`src/rtl/core/lcab_pkg.sv`:
```
// lcab_pkg: shared codes, widths and defaults for the life board unit.
// Holds the life rule used by the row update lanes.
// No dependencies.
`default_nettype none

package lcab_pkg;

  localparam int IDX_W      = 6;
  localparam int CFG_W      = 7;
  localparam int CFG_IDX_W  = 1;
  localparam int ACT_W      = 2;

  localparam int DEF_MAX_ROWS = 64;
  localparam int DEF_MAX_COLS = 64;

  localparam logic [CFG_W-1:0] COUNT_RESET = 7'd64;

  localparam logic [ACT_W-1:0] ACT_WRITE = 2'd0;
  localparam logic [ACT_W-1:0] ACT_READ  = 2'd1;
  localparam logic [ACT_W-1:0] ACT_STEP  = 2'd2;

  localparam logic [CFG_IDX_W-1:0] CFG_ROW_COUNT = 1'b0;
  localparam logic [CFG_IDX_W-1:0] CFG_COL_COUNT = 1'b1;

  localparam logic STATUS_DONE    = 1'b0;
  localparam logic STATUS_OUTSIDE = 1'b1;

  typedef logic [3:0] nbr_count_t;

  function automatic logic life_next(input logic alive, input nbr_count_t n);
    logic res;
    if (alive) begin
      res = (n == 4'd2) || (n == 4'd3);
    end else begin
      res = (n == 4'd3);
    end
    return res;
  endfunction

endpackage

`default_nettype wire

```
`src/rtl/core/lcab_row_update.sv`:
```
// lcab_row_update: next generation of one board row, one lane per column.
// Rows above and below arrive already cleared when outside the board.
// Depends on lcab_pkg.
`default_nettype none

module lcab_row_update #(
  parameter int MAX_COLS = lcab_pkg::DEF_MAX_COLS
) (
  input  wire logic [MAX_COLS-1:0] above,
  input  wire logic [MAX_COLS-1:0] mid,
  input  wire logic [MAX_COLS-1:0] below,
  input  wire logic [MAX_COLS-1:0] col_mask,
  input  wire logic                row_live,
  output logic      [MAX_COLS-1:0] new_row
);

  logic [MAX_COLS-1:0] a_m, m_m, b_m;
  logic [MAX_COLS-1:0] a_l, a_r, m_l, m_r, b_l, b_r;
  lcab_pkg::nbr_count_t cnt;

  assign a_m = above & col_mask;
  assign m_m = mid   & col_mask;
  assign b_m = below & col_mask;

  // x_l[c] is column c-1, x_r[c] is column c+1
  assign a_l = a_m << 1;
  assign a_r = a_m >> 1;
  assign m_l = m_m << 1;
  assign m_r = m_m >> 1;
  assign b_l = b_m << 1;
  assign b_r = b_m >> 1;

  always_comb begin
    cnt = '0;
    for (int c = 0; c < MAX_COLS; c++) begin
      cnt = 4'(a_l[c]) + 4'(a_m[c]) + 4'(a_r[c]) + 4'(m_l[c]) + 4'(m_r[c])
          + 4'(b_l[c]) + 4'(b_m[c]) + 4'(b_r[c]);
      if (row_live && col_mask[c]) begin
        new_row[c] = lcab_pkg::life_next(mid[c], cnt);
      end else begin
        new_row[c] = mid[c];
      end
    end
  end

endmodule

`default_nettype wire

```
`config.mk`:
```
export PLATFORM = sky130hd
export DESIGN_NAME = lcab_row_update
export DESIGN_NICKNAME = d
export VERILOG_FILES = /design/src/rtl/core/lcab_pkg.sv /design/src/rtl/core/lcab_row_update.sv
export SDC_FILE = /design/constraint.sdc
export NUM_CORES = 1
export LEC_CHECK = 0
export BUFFER_PORTS_ARGS = -buffer_cell sky130_fd_sc_hd__buf_2
export CAP_MARGIN = 20
export CORE_MARGIN = 3
export CORE_UTILIZATION = 35
export DETAILED_ROUTE_END_ITERATION = 7
export SYNTH_ARGS = -nofsm -noshare
export SYNTH_HDL_FRONTEND = slang
export SYNTH_SLANG_ARGS = --single-unit
```
`constraint.sdc`:
```
create_clock -name vclk -period 6.35
set_clock_uncertainty 0.15 [all_clocks]
set_input_delay 1.27 -clock vclk [all_inputs]
set_output_delay 1.27 -clock vclk [all_outputs]
set_load 0.03 [all_outputs]
```
==> metrics, run 1 <==
status finished, final reports clean; Post-DP Area 13,700 um2; Slew @ Worst Pin 841 ps; number of distinct library cells after synthesis 20; Post-Syn Area 11,600 um2; FF+latch area 0 um2; DRT iter0 DRCs 262; Core ar. 32,000 um2; Hold Path End new_row[31]; critical path class in -> out; IO Pins 321; IO Port Bufs 321; Critical Path Max Stage Delay 530 ps; nets 2,232; clock power share 0%; Ant. Diodes 0; Remaining Overflow, GRT 0; hold path startpoint mid[31]; Rel. slew slack 44.0%; DRT Pass-1 Iters 4; final max-slew violation count 0; post-synthesis xor/xnor area fraction 0%; Max Freq 164 MHz; Total GRT Usage 15.9%; synthesized net count 1,914; setup bufs post-CTS 0; Layout area overhead 18.3%; seq_cells 0; hold buffer count at CTS 0; Worst setup SP type input port; DRC Markers 0; initial antenna violation count 0; Worst path most repeated cell fa_1; vias 9,615; die width 188 um; Leakage Power 7.02 nW; wire length per cell 14.2 um; fraction of layout instances using a drive strength above 1 21.1%; WP data required 4930 ps; Chip Height 188 um; Max IR drop VDD 0.0686 mV; combinational power share 100.0%; initial core utilization 36.1%; TNS Setup 0 ps; global-route wire length before repair 48,700 um; Multi-input gate area 10,900 um2; Antenna Nets Post-Route 0; Synth Area in Simple Gates 16.5%; Finished Cell Area 13,700 um2; cells after synthesis 1,217; die area 35,200 um2; Crit. End Element output pin; CP Max Fanout 4; P_sw 0.000896 W; Final min period 6120 ps; clk_buf instances 0; syn_area_per_cell 9.49 um2; type of the worst min-delay path in -> out; synthesis warning total 0; hold-critical path depth 4; RD Place Congestion 0.855; register area share after synthesis 0%; endpoints failing setup 0; switching portion of total power 55.8%; RSZ-0062 raised after global routing false; Critical Path AT 4700 ps; Vias/cell 4.89; post-synthesis adder-cell area fraction 64.0%; crit share post-route 96.3%; largest net degree at the start of global routing 36; Worst path slowest cell fa_1; Pwr per Cell Area 117 nW/um2; post-synthesis mux area share 0%; vias in the first global route 10,245; fill cell count 3,245; Seq pwr share 0%; CP cell instances buf_2 > and2_1 > fa_1 > fa_1 > fa_1 > ha_1 > fa_1 > o21ai_0 > a21o_1 > o31ai_1 > buf_2; P_int 0.000708 W; max-cap violation count 0; largest family of logic cells by synthesized area adder cells; post-cts resize count 0; wirelength, routed 28,000 um; Fin. Hold Viols 0; DP HPWL 26,400 um; Synth Area in Compound Gates 14.3%; Rows 65
logic make-up after synthesis:
logic type,count (synthesis)
adder cells (fa/ha/maj),440
AND/OR/NAND/NOR,380
buffers and inverters,150
AO/OA/AOI/OAI,247
power groups by stage:
stage	Clock (W)	Sequential, W	Combinational [W]
floorplan	0	0	0.00119
CTS	0	0	0.00164
global route	0	0	0.00189
global placement	0	0	0.00157
detailed placement	0	0	0.00162
finish	0	0	0.00160
placed cells by master (no fill, tap or decap):
cell,synthesis,layout
buf_2,1,321
o221ai_1,4,4
nor2b_1,1,1
fa_1,252,252
a21o_1,57,57
a31oi_1,61,61
o31ai_1,62,62
and2_0,3,3
o21ai_0,57,57
buf_12,0,1
inv_1,143,143
nand2b_1,2,2
and2_1,184,184
o31a_1,4,4
a2111oi_0,1,1
a22o_1,1,1
buf_4,1,1
nor2_1,1,1
ha_1,188,188
nand2_1,189,189
worst max path at each step:
| stage | startpoint | to | slack [ps] | depth (start not counted) |
|---|---|---|---|---|
| after floorplan | col_mask[30] | new_row[31] | 300 | 9 |
| after global placement | col_mask[57] | new_row[58] | 260 | 11 |
| after detailed placement | col_mask[50] | new_row[50] | 230 | 11 |
| after CTS | col_mask[50] | new_row[50] | 230 | 11 |
| after global routing | col_mask[57] | new_row[58] | 110 | 11 |
| final | col_mask[50] | new_row[50] | 230 | 11 |
cell usage after synthesis:
library cell | number | share of area (%)
a2111oi_0 | 1 | 0.076
a21o_1 | 57 | 3.7
a22o_1 | 1 | 0.076
a31oi_1 | 61 | 3.3
and2_0 | 3 | 0.16
and2_1 | 184 | 10
buf_2 | 1 | 0.043
buf_4 | 1 | 0.065
buf_6 | 5 | 0.49
fa_1 | 252 | 44
ha_1 | 188 | 20
inv_1 | 143 | 4.6
nand2_1 | 189 | 6.1
nand2b_1 | 2 | 0.11
nor2_1 | 1 | 0.032
nor2b_1 | 1 | 0.054
o21ai_0 | 57 | 2.5
o221ai_1 | 4 | 0.30
o31a_1 | 4 | 0.30
o31ai_1 | 62 | 4.0
worst max-delay path, delay by kind of cell:
family	cells	cell delay, ps
adder cells (fa/ha/maj)	5	2170
AO/OA/AOI/OAI	3	610
buffers and inverters	2	410
AND/OR/NAND/NOR	1	220
area by class of cell:
class,count,share of cell area (%)
timing repair buffer,323,12.0
tap,435,3.98
multi-input combinational,1067,80.1
inverter,143,3.93
per-layer routing:
metal  routed length, um  vias up  global-route usage, %
met3                1470       11                   1.68
met5                   0        -                      0
met4                 124        0                  0.693
met1               12700     4650                   22.3
li1                    -     4726                      -
met2               13600      228                   28.1
per-stage QoR:
step | hold slack, ps | setup slack [ps] | util, % | std cells | power [W]
floorplan | 2630 | 299 | - | 1217 | 0.00119
global placement | 2760 | 263 | 42.6 | 1968 | 0.00157
detailed placement | 2760 | 227 | 42.6 | 1968 | 0.00162
CTS | 2760 | 226 | 42.6 | 1968 | 0.00164
global route | 2790 | 111 | 42.6 | 1968 | 0.00189
finish | 2760 | 234 | 42.6 | 1968 | 0.00160
(Power assumes the default switching activity.)
==> run 2, diff against run 1 <==
Settings changed: CORE_UTILIZATION 35 to 56, PLACE_DENSITY set to 0.85.
==> run 2 against run 1 <==
  * Global-route usage increased by 9.3 points
  * Flip-flop and latch count did not move
  * Cell area fell by 1.6%
  * Non-clock buffer count stayed put
  * Combinational power barely moved
  * Routed wire length fell by 0.17%
  * Total power grew 1.5%
  * Core utilization is 25 points higher
  * Die area down 36%
  * Critical path depth stayed put
==> metrics, run 2 (synthesis results as in run 1) <==
Core ar. 19,800 um2; Worst path most repeated cell fa_1; DRT Pass-1 Iters 4; Leakage Power 7.02 nW; initial antenna violation count 3; Chip Height 150 um; commonest cells after routing, fill and taps aside buf_2 (321), fa_1 (252), nand2_1 (189); Remaining Overflow, GRT 0; status finished, final reports clean; Worst path slowest cell fa_1; commonest non-fill, non-tap cell in the layout buf_2; CP cell instances buf_2 > and2_1 > fa_1 > fa_1 > fa_1 > ha_1 > fa_1 > o21ai_0 > a21o_1 > o31ai_1 > buf_2; RD Place Congestion 0.910; Slew @ Worst Pin 774 ps; Vias/cell 5.47; WP data required 4930 ps; setup bufs post-CTS 0; crit share post-route 95.0%; IO Port Bufs 321; DP HPWL 26,100 um; vias 9,840; vias in the first global route 10,868; global-route wire length before repair 47,800 um; Total GRT Usage 25.3%; Fin. Hold Viols 0; Max IR drop VDD 0.0791 mV; DRC Markers 0; Placed Cells 1,798; Antenna Nets Post-Route 0; Pwr per Cell Area 121 nW/um2; Rel. slew slack 48.4%; fraction of layout instances using a drive strength above 1 21.1%; CP Max Fanout 4; DRT iter0 DRCs 251; fill cell count 1,590; die width 150 um; endpoints failing setup 0; final max-slew violation count 0; Max Freq 166 MHz; clk_buf instances 0; nets 2,232; critical path class in -> out; TNS Setup 0 ps; IO Pins 321; seq_cells 0; wire length per cell 15.5 um; Rows 51; FF+latch area 0 um2; pre-CTS WS 305 ps; Layout area overhead 16.3%; Final min period 6030 ps; type of the worst min-delay path in -> out; post-cts resize count 0; non-filler instance count after layout 1,798; Worst setup SP type input port; Critical Path Max Stage Delay 550 ps; Ant. Diodes 0; final worst setup slack 319 ps; Critical Path AT 4610 ps; largest net degree at the start of global routing 33; initial core utilization 58.2%; die area 22,400 um2; max-cap violation count 0; Hold Slack 2770 ps; Crit. End Element output pin; hold buffer count at CTS 0; RSZ-0062 raised after global routing false; wirelength, routed 27,900 um
==> run 2: critical path: cells and delay by family <==
family | cells | cell delay [ps]
AOI/OAI and AO/OA | 3 | 530
adders and majority gates | 5 | 2210
buffers and inverters | 2 | 390
and+or+nand+nor | 1 | 210
==> run 2: where the power goes <==
part | total [W] | internal (W) | switching, W
logic | 0.00163 | 0.000717 | 0.000911
clock network | 0 | 0 | 0
registers | 0 | 0 | 0
==> run 2: metrics by stage <==
| step | cell area (um2) | total power, W | util, % |
|---|---|---|---|
| after CTS | 13400 | 0.00164 | 67.7 |
| after detailed placement | 13400 | 0.00163 | 67.7 |
| after floorplan | 11600 | 0.00119 | - |
| after global routing | 13400 | 0.00189 | 67.7 |
| after global placement | 13400 | 0.00153 | 67.7 |
| final | 13400 | 0.00163 | 67.7 |
==> run 2: layout make-up <==
class | count | area [um2] | area share, %
Timing Repair Buffer | 323 | 1620 | 12.1
Inverter | 143 | 537 | 3.99
Multi-Input combinational cell | 1067 | 10900 | 81.5
Tap cell | 265 | 332 | 2.47
==> run 2: metal layers <==
metal / GRT usage [%] / vias to the layer above / part of all wire (%) / wire [um]
li1: - / 4738 / - / -
met1: 32.0 / 4799 / 41 / 11400
met2: 47.7 / 273 / 52 / 14500
met3: 3.60 / 24 / 6.5 / 1820
met4: 2.24 / 6 / 0.88 / 245
met5: 0 / - / 0.12 / 34
==> run 2: worst paths after layout <==
path / startpoint / end / cells after the start
hold / removal: col_mask[0] / new_row[0] / 3
setup / recovery: col_mask[41] / new_row[41] / 11
